## config.mk

```make
export PLATFORM = sky130hd
export DESIGN_NAME = info_frame_stuffing_transmitter_core
export DESIGN_NICKNAME = d
export VERILOG_FILES = /design/src/rtl/ifst_pkg.sv /design/src/rtl/ifst_expand.sv /design/src/rtl/ifst_serial.sv /design/src/rtl/info_frame_stuffing_transmitter_core.sv
export SDC_FILE = /design/constraint.sdc
export NUM_CORES = 1
export LEC_CHECK = 0
export BUFFER_PORTS_ARGS = -buffer_cell sky130_fd_sc_hd__buf_2
export CELL_PAD_IN_SITES_DETAIL_PLACEMENT = 0
export CELL_PAD_IN_SITES_GLOBAL_PLACEMENT = 2
export CORE_ASPECT_RATIO = 0.5
export CORE_UTILIZATION = 38
export DETAILED_ROUTE_END_ITERATION = 16
export PLACE_DENSITY = 0.85
export SLEW_MARGIN = 40
export SYNTH_ARGS = -nofsm -noshare
export SYNTH_HDL_FRONTEND = slang
export SYNTH_HIERARCHICAL = 1
export SYNTH_SLANG_ARGS = --single-unit
```

## constraint.sdc

```tcl
create_clock -name clock -period 3.99 [get_ports clock]
set_clock_uncertainty 0.05 [all_clocks]
set_input_delay 0.399 -clock clock [delete_from_list [all_inputs] [get_ports clock]]
set_output_delay 0.399 -clock clock [all_outputs]
set_load 0.03 [all_outputs]
```

## src/rtl/ifst_pkg.sv

```systemverilog
// shared types, constants and the byte stuffing function for the info frame transmitter
// no dependencies

package ifst_pkg;

   localparam int BYTE_W     = 8;
   localparam int SLOT_COUNT = 9;
   localparam int CSR_IDX_W  = 3;

   // fixed slot positions inside one expanded run
   localparam int SLOT_FLAG_OPEN = 0;
   localparam int SLOT_ADDR      = 1;
   localparam int SLOT_CTRL      = 2;
   localparam int SLOT_BCC1      = 3;
   localparam int SLOT_DATA_A    = 4;
   localparam int SLOT_DATA_B    = 5;
   localparam int SLOT_BCC2_A    = 6;
   localparam int SLOT_BCC2_B    = 7;
   localparam int SLOT_CLOSE     = 8;

   typedef enum logic [CSR_IDX_W-1:0] {
      CSR_FLAG      = 3'd0,
      CSR_ESCAPE    = 3'd1,
      CSR_FLAG_SUB  = 3'd2,
      CSR_ESC_SUB   = 3'd3,
      CSR_ADDRESS   = 3'd4,
      CSR_CTRL_BASE = 3'd5,
      CSR_SEQ_MASK  = 3'd6
   } csr_index_type;

   typedef struct packed {
      logic [BYTE_W-1:0] payload_byte;
      logic              final_byte;
   } req_word_type;

   typedef struct packed {
      logic [BYTE_W-1:0] line_byte;
      logic              run_end;
      logic              frame_end;
   } rsp_word_type;

   typedef struct packed {
      logic [BYTE_W-1:0] flag_byte;
      logic [BYTE_W-1:0] escape_byte;
      logic [BYTE_W-1:0] flag_substitute;
      logic [BYTE_W-1:0] escape_substitute;
      logic [BYTE_W-1:0] frame_address;
      logic [BYTE_W-1:0] info_control_base;
      logic [BYTE_W-1:0] sequence_mask;
   } cfg_type;

   typedef struct packed {
      logic              next_sequence;
      logic              inside_frame;
      logic [BYTE_W-1:0] running_check;
   } frame_state_type;

   typedef struct packed {
      logic [SLOT_COUNT-1:0]             mask;
      logic [SLOT_COUNT-1:0][BYTE_W-1:0] bytes;
   } frame_run_type;

   typedef struct packed {
      logic              two;
      logic [BYTE_W-1:0] first;
      logic [BYTE_W-1:0] second;
   } stuffed_type;

   localparam logic [BYTE_W-1:0] RST_FLAG      = 8'd126;
   localparam logic [BYTE_W-1:0] RST_ESCAPE    = 8'd125;
   localparam logic [BYTE_W-1:0] RST_FLAG_SUB  = 8'd94;
   localparam logic [BYTE_W-1:0] RST_ESC_SUB   = 8'd93;
   localparam logic [BYTE_W-1:0] RST_ADDRESS   = 8'd3;
   localparam logic [BYTE_W-1:0] RST_CTRL_BASE = 8'd0;
   localparam logic [BYTE_W-1:0] RST_SEQ_MASK  = 8'd64;

   // flag match wins over escape match when both are equal
   function automatic stuffed_type stuff_byte(input logic [BYTE_W-1:0] b, input cfg_type cfg);
      stuffed_type s;
      s.two    = 1'b0;
      s.first  = b;
      s.second = b;
      if (b == cfg.flag_byte) begin
         s.two    = 1'b1;
         s.first  = cfg.escape_byte;
         s.second = cfg.flag_substitute;
      end else if (b == cfg.escape_byte) begin
         s.two    = 1'b1;
         s.first  = cfg.escape_byte;
         s.second = cfg.escape_substitute;
      end
      return s;
   endfunction

endpackage

```

## src/rtl/ifst_expand.sv

```systemverilog
// expands one payload word into a fixed-slot run of line bytes plus the next frame state
// depends on ifst_pkg

module ifst_expand (
   input  ifst_pkg::req_word_type    word,
   input  ifst_pkg::cfg_type         cfg,
   input  ifst_pkg::frame_state_type state,
   output ifst_pkg::frame_run_type   run,
   output ifst_pkg::frame_state_type state_next
);

   logic                          header;
   logic [ifst_pkg::BYTE_W-1:0]   ctrl;
   logic [ifst_pkg::BYTE_W-1:0]   check;
   ifst_pkg::stuffed_type         data_st;
   ifst_pkg::stuffed_type         bcc_st;

   always_comb begin
      header  = !state.inside_frame;
      ctrl    = cfg.info_control_base |
                (state.next_sequence ? cfg.sequence_mask : '0);
      check   = (header ? '0 : state.running_check) ^ word.payload_byte;
      data_st = ifst_pkg::stuff_byte(word.payload_byte, cfg);
      bcc_st  = ifst_pkg::stuff_byte(check, cfg);

      run.bytes[ifst_pkg::SLOT_FLAG_OPEN] = cfg.flag_byte;
      run.bytes[ifst_pkg::SLOT_ADDR]      = cfg.frame_address;
      run.bytes[ifst_pkg::SLOT_CTRL]      = ctrl;
      run.bytes[ifst_pkg::SLOT_BCC1]      = cfg.frame_address ^ ctrl;
      run.bytes[ifst_pkg::SLOT_DATA_A]    = data_st.first;
      run.bytes[ifst_pkg::SLOT_DATA_B]    = data_st.second;
      run.bytes[ifst_pkg::SLOT_BCC2_A]    = bcc_st.first;
      run.bytes[ifst_pkg::SLOT_BCC2_B]    = bcc_st.second;
      run.bytes[ifst_pkg::SLOT_CLOSE]     = cfg.flag_byte;

      run.mask[ifst_pkg::SLOT_FLAG_OPEN] = header;
      run.mask[ifst_pkg::SLOT_ADDR]      = header;
      run.mask[ifst_pkg::SLOT_CTRL]      = header;
      run.mask[ifst_pkg::SLOT_BCC1]      = header;
      run.mask[ifst_pkg::SLOT_DATA_A]    = 1'b1;
      run.mask[ifst_pkg::SLOT_DATA_B]    = data_st.two;
      run.mask[ifst_pkg::SLOT_BCC2_A]    = word.final_byte;
      run.mask[ifst_pkg::SLOT_BCC2_B]    = word.final_byte & bcc_st.two;
      run.mask[ifst_pkg::SLOT_CLOSE]     = word.final_byte;

      state_next.next_sequence = header ? !state.next_sequence : state.next_sequence;
      state_next.inside_frame  = !word.final_byte;
      state_next.running_check = word.final_byte ? '0 : check;
   end

endmodule

```

## src/rtl/ifst_serial.sv

```systemverilog
// holds one expanded run and sends its enabled slots one line byte per cycle while rsp_ready does not stall it
// depends on ifst_pkg

module ifst_serial (
   input  logic                    clock,
   input  logic                    reset,
   input  logic                    run_valid,
   output logic                    run_ready,
   input  ifst_pkg::frame_run_type run,
   output logic                    rsp_valid,
   input  logic                    rsp_ready,
   output ifst_pkg::rsp_word_type  rsp_word
);

   logic [ifst_pkg::SLOT_COUNT-1:0]                   mask_ff, mask_in;
   logic [ifst_pkg::SLOT_COUNT-1:0][ifst_pkg::BYTE_W-1:0] bytes_ff, bytes_in;
   logic                    out_valid_ff, out_valid_in;
   ifst_pkg::rsp_word_type  out_word_ff, out_word_in;

   logic                              pop;
   logic [ifst_pkg::SLOT_COUNT-1:0]   lowest;
   logic [ifst_pkg::SLOT_COUNT-1:0]   rest;
   logic [ifst_pkg::SLOT_COUNT-1:0]   mask_after;
   logic [ifst_pkg::BYTE_W-1:0]       pick;
   logic                              load;

   always_comb begin
      pop        = (mask_ff != '0) && (!out_valid_ff || rsp_ready);
      lowest     = mask_ff & (~mask_ff + 1'b1);
      rest       = mask_ff & ~lowest;
      mask_after = pop ? rest : mask_ff;
      run_ready  = (mask_after == '0);
      load       = run_valid && run_ready;

      // one-hot select of the lowest pending slot
      pick = '0;
      for (int i = 0; i < ifst_pkg::SLOT_COUNT; i++) begin
         pick = pick | (lowest[i] ? bytes_ff[i] : '0);
      end

      mask_in  = load ? run.mask : mask_after;
      bytes_in = load ? run.bytes : bytes_ff;

      out_valid_in = pop ? 1'b1 : (rsp_ready ? 1'b0 : out_valid_ff);
      out_word_in  = out_word_ff;
      if (pop) begin
         out_word_in.line_byte = pick;
         out_word_in.run_end   = (rest == '0);
         out_word_in.frame_end = lowest[ifst_pkg::SLOT_CLOSE];
      end
   end

   always_ff @(posedge clock) begin
      if (reset) begin
         mask_ff      <= '0;
         out_valid_ff <= 1'b0;
      end else begin
         mask_ff      <= mask_in;
         out_valid_ff <= out_valid_in;
      end
   end

   always_ff @(posedge clock) begin
      bytes_ff    <= bytes_in;
      out_word_ff <= out_word_in;
   end

   assign rsp_valid = out_valid_ff;
   assign rsp_word  = out_word_ff;

endmodule

```

## src/rtl/info_frame_stuffing_transmitter_core.sv

```systemverilog
// top level of the info frame stuffing transmitter: csr bank, frame state, expander, serializer
// depends on ifst_pkg, ifst_expand and ifst_serial

// Each accepted payload word is expanded in one pass into up to nine line bytes:
// on the first word of a frame the header (flag, address, control, BCC1), then
// the stuffed payload byte, and on the word marked final the stuffed BCC2 and
// the closing flag. The serializer sends one line byte per cycle while the output
// is not stalled. A word produces 1 or 2 line bytes in mid-frame, 5 or 6 for
// the opening word of a longer frame, 3 to 5 for the closing word, up to 9
// for a single-byte frame. The next word is taken in the same cycle the last
// line byte of the previous word moves to the output register, so a stream of
// payload words with no stuffing runs at one word per cycle while not stalled. The sequence bit
// starts at 0 after reset and flips on every new frame. CSRs are write-only
// and should be changed only while no frame traffic is pending.

module info_frame_stuffing_transmitter_core (
   input  logic                              clock,
   input  logic                              reset,
   input  logic                              req_valid,
   output logic                              req_ready,
   input  ifst_pkg::req_word_type            req_word,
   output logic                              rsp_valid,
   input  logic                              rsp_ready,
   output ifst_pkg::rsp_word_type            rsp_word,
   input  logic                              csr_write_enable,
   input  logic [ifst_pkg::CSR_IDX_W-1:0]    csr_index,
   input  logic [ifst_pkg::BYTE_W-1:0]       csr_write_data
);

   // csr bank
   ifst_pkg::cfg_type cfg_ff, cfg_in;

   // frame state: sequence bit, open frame, running BCC2
   ifst_pkg::frame_state_type state_ff, state_in;
   ifst_pkg::frame_state_type state_next;

   ifst_pkg::frame_run_type run;
   logic                    accept;

   // csr write decode, unknown indexes are dropped
   always_comb begin
      cfg_in = cfg_ff;
      if (csr_write_enable) begin
         unique case (ifst_pkg::csr_index_type'(csr_index))
            ifst_pkg::CSR_FLAG:      cfg_in.flag_byte         = csr_write_data;
            ifst_pkg::CSR_ESCAPE:    cfg_in.escape_byte       = csr_write_data;
            ifst_pkg::CSR_FLAG_SUB:  cfg_in.flag_substitute   = csr_write_data;
            ifst_pkg::CSR_ESC_SUB:   cfg_in.escape_substitute = csr_write_data;
            ifst_pkg::CSR_ADDRESS:   cfg_in.frame_address     = csr_write_data;
            ifst_pkg::CSR_CTRL_BASE: cfg_in.info_control_base = csr_write_data;
            ifst_pkg::CSR_SEQ_MASK:  cfg_in.sequence_mask     = csr_write_data;
            default:                 cfg_in = cfg_ff;
         endcase
      end
   end

   always_ff @(posedge clock) begin
      if (reset) begin
         cfg_ff.flag_byte         <= ifst_pkg::RST_FLAG;
         cfg_ff.escape_byte       <= ifst_pkg::RST_ESCAPE;
         cfg_ff.flag_substitute   <= ifst_pkg::RST_FLAG_SUB;
         cfg_ff.escape_substitute <= ifst_pkg::RST_ESC_SUB;
         cfg_ff.frame_address     <= ifst_pkg::RST_ADDRESS;
         cfg_ff.info_control_base <= ifst_pkg::RST_CTRL_BASE;
         cfg_ff.sequence_mask     <= ifst_pkg::RST_SEQ_MASK;
      end else begin
         cfg_ff <= cfg_in;
      end
   end

   // expand the incoming word against the current frame state
   ifst_expand u_expand (
      .word       (req_word),
      .cfg        (cfg_ff),
      .state      (state_ff),
      .run        (run),
      .state_next (state_next)
   );

   // state advances only when a word is taken
   assign accept   = req_valid && req_ready;
   assign state_in = accept ? state_next : state_ff;

   always_ff @(posedge clock) begin
      if (reset) begin
         state_ff <= '0;
      end else begin
         state_ff <= state_in;
      end
   end

   // run buffer and output register
   ifst_serial u_serial (
      .clock     (clock),
      .reset     (reset),
      .run_valid (req_valid),
      .run_ready (req_ready),
      .run       (run),
      .rsp_valid (rsp_valid),
      .rsp_ready (rsp_ready),
      .rsp_word  (rsp_word)
   );

endmodule
```

==> implementation parameters, run 1 <==
Parameter                              Value

Pwr
  Switching share of total power ... 34.61%
  Leakage power ... 3.401 nW
  Net switching power of the design ... 2.009 mW
  Power Density ... 658.2 nW/µm²
  P_int ... 3.796 mW
  Sequential group share of total power ... 43.8%
  Clock network fraction of total power ... 29.1%
  Combinational power share ... 27.1%
  Max VDD drop ... 0.3416 mV

Global routing
  All-Layer GR Usage ... 19.73%
  Residual overflow from global routing ... 0
  Initial antenna violation count ... 0
  Pin count of the biggest net entering global routing ... 73
  Via count of the first global-routing pass ... 5194
  First-pass GRT wire length ... 31740 µm

Timing
  Hold violation total from the final report ... 0
  Setup slack after layout ... 0.8197 ns
  Relative max-transition margin ... 49.84%
  RSZ-0062 raised after global routing ... false
  Final setup vio count ... 0
  Share of the clock period used by the worst path after layout ... 79.46%
  Measured slew at the worst slew-check pin ... 0.7514 ns
  Highest Clock Rate ... 315.4 MHz
  Tmin final ... 3.170 ns
  Fin Setup TNS ... 0 ns
  Final-report max-slew violation count ... 0

Synthesis
  Unique cell type count in the Yosys netlist ... 75
  Post-synthesis async set-or-reset flop share ... 0%
  Sequential cell area fraction in the yosys report ... 49.33%
  Nets in the synthesized netlist ... 752
  Most instantiated flip-flop cell in the synthesis netlist ... edfxtp_1
  Yosys warns ... 6
  Number of enable flip-flop cells after synthesis ... 82
  Number of instances in the synthesized netlist ... 727
  Flip-flop and latch count after synthesis ... 158
  Average size of a mapped cell ... 11.11 µm²
  Cell Area, Synth ... 8076 µm²

Clocking
  Clock tree from TritonCTS ... built
  Clock Sink Count ... 158
  CTS Hold Bufs ... 0
  Postcts setup bufs ... 0
  Number of buffers created by CTS ... 17
  Clock transition at the registers of the reported paths ... 0.06 ns
  Cells resized by post-CTS repair ... 0
  Bufs on Longest Clock Path ... 2
  Total number of H-tree levels ... 4
  Worst skew pair latency ... 0.42 ns
  Clock tree root buffer cell ... clkbuf_16

Final layout
  Diodes inserted ... 0
  Final nets ... 734
  Final non-filler cell area ... 8820 µm²
  Ratio of cells with drive above 1 in the final layout ... 19.94%
  Relative area change from synthesis to final layout ... 9.202%

Floorplan
  Site row count ... 37
  Core area ... 20690 µm²
  Floorplan die height ... 105.1 µm
  Die ar. ... 21880 µm²
  Initial cell density of the core ... 39.03%
  Num ports ... 37
  Die X ... 208.2 µm

Placed design
  Final HPWL DP ... 15230 µm
  Last weighted congestion value of the routability-driven placer ... 0.9333
  Placed instance area ... 8207 µm²
  Count of input and output buffers ... 36
  DP Worst Slack ... 0.9171 ns

Flow run
  Number of max-cap violations ... 0

Critical path
  Worst reg2reg path depth ... 7
  Critical setup path kind ... reg -> out
  Arrival time of data at the critical path endpoint ... 2.72 ns
  Worst Setup Start Kind ... flop
  Worst-path maximum fanout ... 22
  Critical path endpoint category ... output pin
  Data required time of the worst path ... 3.54 ns

Hold path
  Hold Path Class ... in -> reg
  Depth of the worst hold-timing path ... 3

Route
  Number of vias per cell after detailed routing ... 5.477
  Antenna violation net count after detailed routing ... 0
  Wirelength per Cell ... 20.76 µm
  Total DRC errors in the routed layout ... 0
  Drt total wl ... 20660 µm
  First drt pass iteration count ... 6
  First-iteration detailed-routing DRC count ... 616
  Vias ... 5450

Outcome
  Result of the run ... finished clean
[routing by layer]
metal / wire, µm / vias up / GRT usage, %
li1: - / 2573 / -
met1: 10500 / 2650 / 29.96
met2: 8259 / 198 / 26.65
met3: 1553 / 29 / 4.719
met4: 352 / 0 / 7.037
met5: 0 / - / 0
[Yosys cell counts, types with 4 or more instances]
library cell,n,area share (%)
edfxtp_1,82,30
dfxtp_1,76,19
nor2_1,60,2.8
mux2i_1,57,7.1
nand2_1,43,2.0
nand2b_1,40,3.1
buf_4,32,3.0
clkbuf_1,28,1.3
a21oi_1,27,1.7
nand3_1,21,1.3
xnor2_1,21,2.3
mux2_2,20,2.8
a22oi_1,18,1.7
o21ai_0,13,0.81
a31oi_1,12,0.93
buf_2,12,0.74
xor2_1,12,1.3
a21bo_2,11,1.4
a21o_1,10,0.93
and2_1,9,0.70
a222oi_1,8,0.99
buf_6,7,0.98
mux2_1,7,0.98
nand4b_1,7,0.76
inv_1,6,0.28
nand4_1,6,0.46
nor2b_1,5,0.39
nand3b_1,4,0.37
o211ai_1,4,0.37
[cells by family (layout without fill, tap and decap cells)]
group                      after synthesis  in the layout  synth area share (%)
adders and majority gates                2              2                0.2634
and+or+nand+nor                        229            229                 16.11
AOI/OAI and AO/OA                      121            121                 10.88
other                                    1              1               0.04643
buffers and inverters                   90             85                 6.755
DFF                                    158            158                 49.33
muxes                                   87             87                 11.39
xor gates and xnor gates                39             39                 5.236
[critical path: stages, from the launching register on]
cell and delay, ns:
dfxtp_1 0.50, or4_4 0.63, nor2_1 0.26, a22oi_1 0.20, nor3_2 0.15, buf_4 0.28, buf_2 0.26
[area by class of cell]
class | count | area, µm²
Fill cell | 1885 | 11870
Sequential cell | 158 | 3985
Multi-Input combinational cell | 479 | 3583
Clock buffer | 18 | 429.2
Tap cell | 273 | 341.6
Timing Repair Buffer | 46 | 271.5
Clock inverter | 14 | 182.7
Inverter | 7 | 26.28
[flip-flops by register name (all words and copies together) (netlist names)]
register and cells:
cfg_ff 56, state_ff 10, u_serial/bytes_ff 72, u_serial/mask_ff 9, u_serial/rsp_valid 1, u_serial/rsp_word 10
[layout by cell type (no fill, tap or decap), drive strengths merged, types with 13 or more instances in the layout]
| cell | instances |
|---|---|
| a21oi | 27 |
| a22oi | 18 |
| buf | 46 |
| clkbuf | 18 |
| dfxtp | 76 |
| edfxtp | 82 |
| mux2 | 30 |
| mux2i | 57 |
| nand2 | 44 |
| nand2b | 40 |
| nand3 | 22 |
| nor2 | 60 |
| o21ai | 13 |
| xnor2 | 21 |
| xor2 | 13 |
[power by group through the flow]
stage / registers [mW] / logic (mW) / clock network, mW
2_1_floorplan: 2.53 / 1.13 / 0
3_3_place_gp: 2.57 / 1.56 / 0
3_5_place_dp: 2.57 / 1.57 / 0
4_1_cts: 2.54 / 1.57 / 1.72
5_1_grt: 2.60 / 1.72 / 1.79
6_report: 2.54 / 1.57 / 1.69
[metrics by stage]
step | hold slack, ns | util [%] | total power, mW | instances
3_3_place_gp | 0.4119 | 39.56 | 4.128 | 962
4_1_cts | 0.2110 | 42.61 | 5.831 | 995
5_1_grt | 0.2206 | 42.62 | 6.101 | 995
3_5_place_dp | 0.4207 | 39.66 | 4.144 | 963
6_report | 0.2231 | 42.62 | 5.806 | 995
2_1_floorplan | 0.4025 | - | 3.657 | 727
[final timing paths]
path                       start                    end  slack, ns
max          u_serial/mask_ff[1]              req_ready       0.82
min reg2reg            cfg_ff[0]              cfg_ff[0]       0.43
min            csr_write_data[5]             cfg_ff[45]       0.22
max reg2reg  u_serial/mask_ff[1]  u_serial/bytes_ff[22]       0.98
Power figures use the tool's default switching activity.
==> run 2: changes to the inputs <==
--- a/config.mk
+++ b/config.mk
@@ -9,9 +9,9 @@
 export CELL_PAD_IN_SITES_DETAIL_PLACEMENT = 0
 export CELL_PAD_IN_SITES_GLOBAL_PLACEMENT = 2
 export CORE_ASPECT_RATIO = 0.5
-export CORE_UTILIZATION = 38
+export CORE_UTILIZATION = 42
 export DETAILED_ROUTE_END_ITERATION = 16
-export PLACE_DENSITY = 0.85
+export PLACE_DENSITY = 0.89
 export SLEW_MARGIN = 40
 export SYNTH_ARGS = -nofsm -noshare
 export SYNTH_HDL_FRONTEND = slang
==> constraint.sdc (replaced) <==
create_clock -name clock -period 3.02 [get_ports clock]
set_clock_uncertainty 0.05 [all_clocks]
set_input_delay 0.302 -clock clock [delete_from_list [all_inputs] [get_ports clock]]
set_output_delay 0.302 -clock clock [all_outputs]
set_load 0.03 [all_outputs]
==> run 2 against run 1 <==
Flip-flop and latch count did not move. Non-clock buffer count increased by 15. Register-to-register slack got worse by 0.63 ns. Die area decreased by 9.4%. Global-route usage grew 2.2 points. First-iteration DRC count shrank 8.8%. Clock power rose by 41%.
==> implementation parameters, run 2 (synthesis gave the netlist of run 1 again) <==
Parameter                              Value

Final layout
  Relative area change from synthesis to final layout ... 10.91%
  Final non-filler cell area ... 8957 µm²
  Most common library cell in the layout ignoring fill and taps ... edfxtp_1
  Top flop regs ... u_serial/bytes_ff (72), cfg_ff (56)
  Number of non-filler instances in the completed layout ... 997
  Final nets ... 749
  Ratio of cells with drive above 1 in the final layout ... 21.44%
  Largest register FFs ... 72
  Fillers ... 1677
  Most frequent cells in the layout ... 82 x edfxtp_1, 76 x dfxtp_1, 60 x nor2_1
  Most flops, register ... u_serial/bytes_ff

Floorplan
  Floorplan die height ... 100.1 µm
  Initial cell density of the core ... 43.39%
  Die ar. ... 19820 µm²
  Die X ... 198.1 µm
  Site row count ... 35
  Core area ... 18610 µm²
  Num ports ... 37

Outcome
  Result of the run ... finished clean

Route
  Wirelength per Cell ... 21.15 µm
  Total DRC errors in the routed layout ... 0
  Number of vias per cell after detailed routing ... 5.563
  Drt total wl ... 21090 µm
  First-iteration detailed-routing DRC count ... 562
  Vias ... 5546
  Antenna violation net count after detailed routing ... 0
  First drt pass iteration count ... 6

Timing
  RSZ-0062 raised after global routing ... false
  Worst Hold Margin ... 0.1324 ns
  Hold violation total from the final report ... 0
  Final-report max-slew violation count ... 0
  Measured slew at the worst slew-check pin ... 0.8288 ns
  Share of the clock period used by the worst path after layout ... 94.28%
  Highest Clock Rate ... 351.2 MHz
  Fin Setup TNS ... 0 ns
  Relative max-transition margin ... 44.63%
  Final setup vio count ... 0
  Tmin final ... 2.847 ns

Clocking
  Clock tree root buffer cell ... clkbuf_16
  Clock Sink Count ... 158
  Number of buffers created by CTS ... 17
  Bufs on Longest Clock Path ... 2
  Clock tree from TritonCTS ... built
  Worst skew pair latency ... 0.42 ns
  Total number of H-tree levels ... 4
  Clock transition at the registers of the reported paths ... 0.06 ns

Critical path
  Critical setup path kind ... reg -> out
  Worst reg2reg path depth ... 7
  RR Startpoint ... state_ff[8]
  Arrival time of data at the critical path endpoint ... 2.50 ns
  Critical path endpoint category ... output pin
  Worst r2r dst ... u_serial/bytes_ff[61]
  Data required time of the worst path ... 2.67 ns
  Slack of the worst reg-to-reg path ... 0.35 ns
  Worst Setup Start Kind ... flop
  Worst-path maximum fanout ... 22

Flow run
  Number of max-cap violations ... 0

Pwr
  Power Density ... 898.1 nW/µm²
  Max VDD drop ... 0.4862 mV
  Leakage power ... 3.488 nW

Global routing
  First-pass GRT wire length ... 31500 µm
  Initial antenna violation count ... 1
  Residual overflow from global routing ... 0
  Via count of the first global-routing pass ... 5114
  All-Layer GR Usage ... 21.88%
  Pin count of the biggest net entering global routing ... 28

Placed design
  Placed instance area ... 8294 µm²
  Cell count after placement ... 964
  Final HPWL DP ... 15520 µm
  Count of input and output buffers ... 36
  Last weighted congestion value of the routability-driven placer ... 0.9277

Hold path
  Hold Crit Endpoint ... cfg_ff[45]
  Depth of the worst hold-timing path ... 3
  Hold Path Class ... in -> reg
  Hold_sp ... csr_write_data[5]
run 2: timing repair:
| action | 4_1_cts | 5_1_grt |
|---|---|---|
| endpoints found under the hold margin | 0 | 0 |
| gates resized for setup | 0 | 1 |
| setup endpoints to repair | 0 | 1 |
| buffers inserted | 0 | 0 |
| hold buffers | 0 | 0 |
run 2: report_power, final:
group | switching (mW) | internal (mW)
combinational | 1.54 | 0.830
clock | 0.903 | 1.48
sequential | 0.312 | 2.98
total | 2.75 | 5.29
run 2: worst max path at each step:
stage | startpoint | end | slack, ns | cells past startpoint
finish | u_serial/mask_ff[0] | req_ready | 0.17 | 6
floorplan | u_serial/mask_ff[4] | u_serial/bytes_ff[0] | 0.11 | 7
CTS | u_serial/mask_ff[0] | req_ready | 0.10 | 6
global route | u_serial/mask_ff[0] | req_ready | 0.05 | 6
detailed placement | state_ff[8] | u_serial/bytes_ff[61] | 0.39 | 7
global placement | state_ff[8] | u_serial/bytes_ff[59] | 0.45 | 7
run 2: layer usage:
metal | GRT usage [%] | up-vias | wire length, µm
li1 | - | 2603 | -
met1 | 33.21 | 2728 | 10800
met2 | 29.85 | 181 | 8412
met3 | 5.981 | 32 | 1508
met4 | 6.321 | 2 | 361
met5 | 0 | - | 10
run 2: critical path: stages, from the launching register on:
cell and delay, ns:
dfxtp_1 0.41, or4_4 0.61, nor2_1 0.17, a22oi_1 0.21
nor3_4 0.21, buf_6 0.23, buf_2 0.23
run 2: cell type report:
cell class | instances | area, µm² | share of cell area, %
Tap cell | 259 | 324.1 | 3.618
Clock inverter | 15 | 231.5 | 2.584
Inverter | 7 | 26.28 | 0.2933
Antenna cell | 1 | 2.502 | 0.02794
Sequential cell | 158 | 3984 | 44.48
Multi-Input combinational cell | 479 | 3567 | 39.82
Clock buffer | 17 | 425.4 | 4.749
Timing Repair Buffer | 61 | 396.6 | 4.428
run 2: stage by stage:
step	util, %	worst slack, ns	power [mW]
3_5_place_dp	44.56	0.3854	5.658
2_1_floorplan	-	0.1068	4.854
3_3_place_gp	44.56	0.4536	5.624
4_1_cts	48.09	0.1049	8.046
6_report	48.13	0.1728	8.044
5_1_grt	48.11	0.05010	8.377
==> run 3: changes to the inputs <==
--- a/config.mk
+++ b/config.mk
@@ -12,6 +12,7 @@
 export CORE_UTILIZATION = 42
 export DETAILED_ROUTE_END_ITERATION = 16
 export PLACE_DENSITY = 0.89
+export REMOVE_ABC_BUFFERS = 1
 export SLEW_MARGIN = 40
 export SYNTH_ARGS = -nofsm -noshare
 export SYNTH_HDL_FRONTEND = slang
==> run 3 against run 2 <==
Clock power down 14%. First-iteration DRC count down 2.7%. Register-to-register slack lost 0.08 ns. Via count is 0.32% higher. Non-clock buffer count fell by 3. Fmax grew 0.74%. Hold slack worse by 0.022 ns. Die area did not move. Cell area is 1.5% lower. Setup slack improved by 0.021 ns. Critical path type unchanged. Critical endpoint unchanged. Largest cell class unchanged.
==> implementation parameters, run 3 (synthesis gave the netlist of run 1 again) <==
Parameter                              Value

Timing
  RSZ-0062 raised after global routing ... false
  Final-report max-slew violation count ... 0
  Highest Clock Rate ... 353.8 MHz
  Worst Hold Margin ... 0.1106 ns
  Fin Setup TNS ... 0 ns
  Final setup vio count ... 0
  Relative max-transition margin ... 45.37%
  Hold violation total from the final report ... 0
  Measured slew at the worst slew-check pin ... 0.8151 ns
  Tmin final ... 2.826 ns
  Share of the clock period used by the worst path after layout ... 93.59%

Global routing
  Residual overflow from global routing ... 0
  Initial antenna violation count ... 0
  Pin count of the biggest net entering global routing ... 42
  First-pass GRT wire length ... 31640 µm
  Via count of the first global-routing pass ... 5469
  All-Layer GR Usage ... 21.60%

Route
  Drt total wl ... 20510 µm
  Wirelength per Cell ... 20.65 µm
  Antenna violation net count after detailed routing ... 0
  Total DRC errors in the routed layout ... 0
  First drt pass iteration count ... 5
  First-iteration detailed-routing DRC count ... 547
  Number of vias per cell after detailed routing ... 5.603
  Vias ... 5564

Final layout
  Final non-filler cell area ... 8822 µm²
  Most common library cell in the layout ignoring fill and taps ... edfxtp_1
  Relative area change from synthesis to final layout ... 9.233%
  Top flop regs ... u_serial/bytes_ff (72), cfg_ff (56)
  Fillers ... 1648
  Final nets ... 746
  Most flops, register ... u_serial/bytes_ff
  Largest register FFs ... 72
  Final standard cell utilization of the core ... 47.40%
  Ratio of cells with drive above 1 in the final layout ... 21.12%
  Most frequent cells in the layout ... 82 x edfxtp_1, 76 x dfxtp_1, 60 x nor2_1
  Number of non-filler instances in the completed layout ... 993
  Diodes inserted ... 0

Pwr
  Power Density ... 862.2 nW/µm²
  Net switching power of the design ... 2.733 mW
  Clock network fraction of total power ... 26.9%
  P_int ... 4.874 mW
  Switching share of total power ... 35.93%
  Max VDD drop ... 0.5464 mV
  Sequential group share of total power ... 43.4%
  Combinational power share ... 29.8%
  Leakage power ... 3.430 nW

Critical path
  Worst reg2reg path depth ... 7
  Worst-path maximum fanout ... 21
  Data required time of the worst path ... 2.67 ns
  Critical path endpoint category ... output pin
  Critical setup path kind ... reg -> out
  Arrival time of data at the critical path endpoint ... 2.47 ns
  RR Startpoint ... state_ff[8]
  Worst r2r dst ... u_serial/bytes_ff[62]
  Worst Setup Start Kind ... flop
  Slack of the worst reg-to-reg path ... 0.27 ns

Hold path
  Hold_sp ... req_word[0]
  Depth of the worst hold-timing path ... 3
  Hold Path Class ... in -> reg
  Hold Crit Endpoint ... u_serial/mask_ff[8]

Clocking
  Worst skew pair latency ... 0.42 ns
  Clock transition at the registers of the reported paths ... 0.07 ns
  Cells resized by post-CTS repair ... 0
  Total number of H-tree levels ... 4
  CTS Hold Bufs ... 0
  Postcts setup bufs ... 0
  Clock tree root buffer cell ... clkbuf_16
  Bufs on Longest Clock Path ... 2
  Number of buffers created by CTS ... 17
  Clock tree from TritonCTS ... built
  Clock Sink Count ... 158

Flow run
  Number of max-cap violations ... 0

Outcome
  Result of the run ... finished clean

Floorplan
  Floorplan die height ... 100.1 µm
  Num ports ... 37
  Die X ... 198.1 µm
  Core area ... 18610 µm²
  Initial cell density of the core ... 43.39%
  Site row count ... 35
  Die ar. ... 19820 µm²

Placed design
  Count of input and output buffers ... 36
  Last weighted congestion value of the routability-driven placer ... 0.9065
  Final HPWL DP ... 15090 µm
  Placed instance area ... 8264 µm²
  Cell count after placement ... 961
-- run 3: cell count changes in the layout (fill, tap and decap cells not counted), sizes merged --
cell      before  now
diode          1    0
inv           11   16
buf           61   58
clkinvlp       2    1
bufinv         5    0
clkbuf        17   18
-- run 3: worst max-delay path by stage --
stage                              from                    end  depth (start not counted)
floorplan           u_serial/mask_ff[0]   u_serial/bytes_ff[0]                          5
global placement            state_ff[8]  u_serial/bytes_ff[56]                          7
detailed placement          state_ff[8]  u_serial/bytes_ff[62]                          7
CTS                 u_serial/mask_ff[5]              req_ready                          6
global route        u_serial/mask_ff[5]              req_ready                          6
finish              u_serial/mask_ff[5]              req_ready                          6
-- run 3: critical path: stages, from the launching register on --
cell       delay [ns]
dfxtp_1          0.38
or3_4            0.46
maj3_2           0.33
a2bb2oi_2        0.16
nor3_2           0.21
buf_4            0.28
buf_2            0.24
-- run 3: final cells by class --
type	instances	area [µm²]	area share, %
repair buffers	58	370.4	4.198
clock buffers	18	439.2	4.978
well taps	259	324.1	3.673
inverters	7	26.28	0.2978
multi-input cells	479	3560	40.35
flip-flops and latches	158	3984	45.16
clock inverters	14	118.9	1.347
-- run 3: metal layers --
metal | vias to the layer above | global-route usage [%] | share of wire [%]
met5 | - | 0 | 0
met4 | 0 | 6.082 | 1.1
met3 | 21 | 5.343 | 7.4
met2 | 193 | 30.99 | 41
met1 | 2760 | 31.98 | 50
li1 | 2590 | - | -
-- run 3: stage by stage --
stage	worst slack, ns	power, mW
after CTS	0.1789	7.615
after global placement	0.4195	5.548
after floorplan	-2.870	4.575
final	0.1936	7.607
after detailed placement	0.3485	5.583
after global routing	0.02460	7.957
-- run 3: power by group through the flow --
stage                     clock network, mW  registers [mW]  logic, mW
after floorplan                           0            3.40       1.18
after global placement                    0            3.32       2.23
after detailed placement                  0            3.34       2.25
after CTS                              2.07            3.29       2.26
after global routing                   2.15            3.35       2.46
final                                  2.04            3.30       2.26
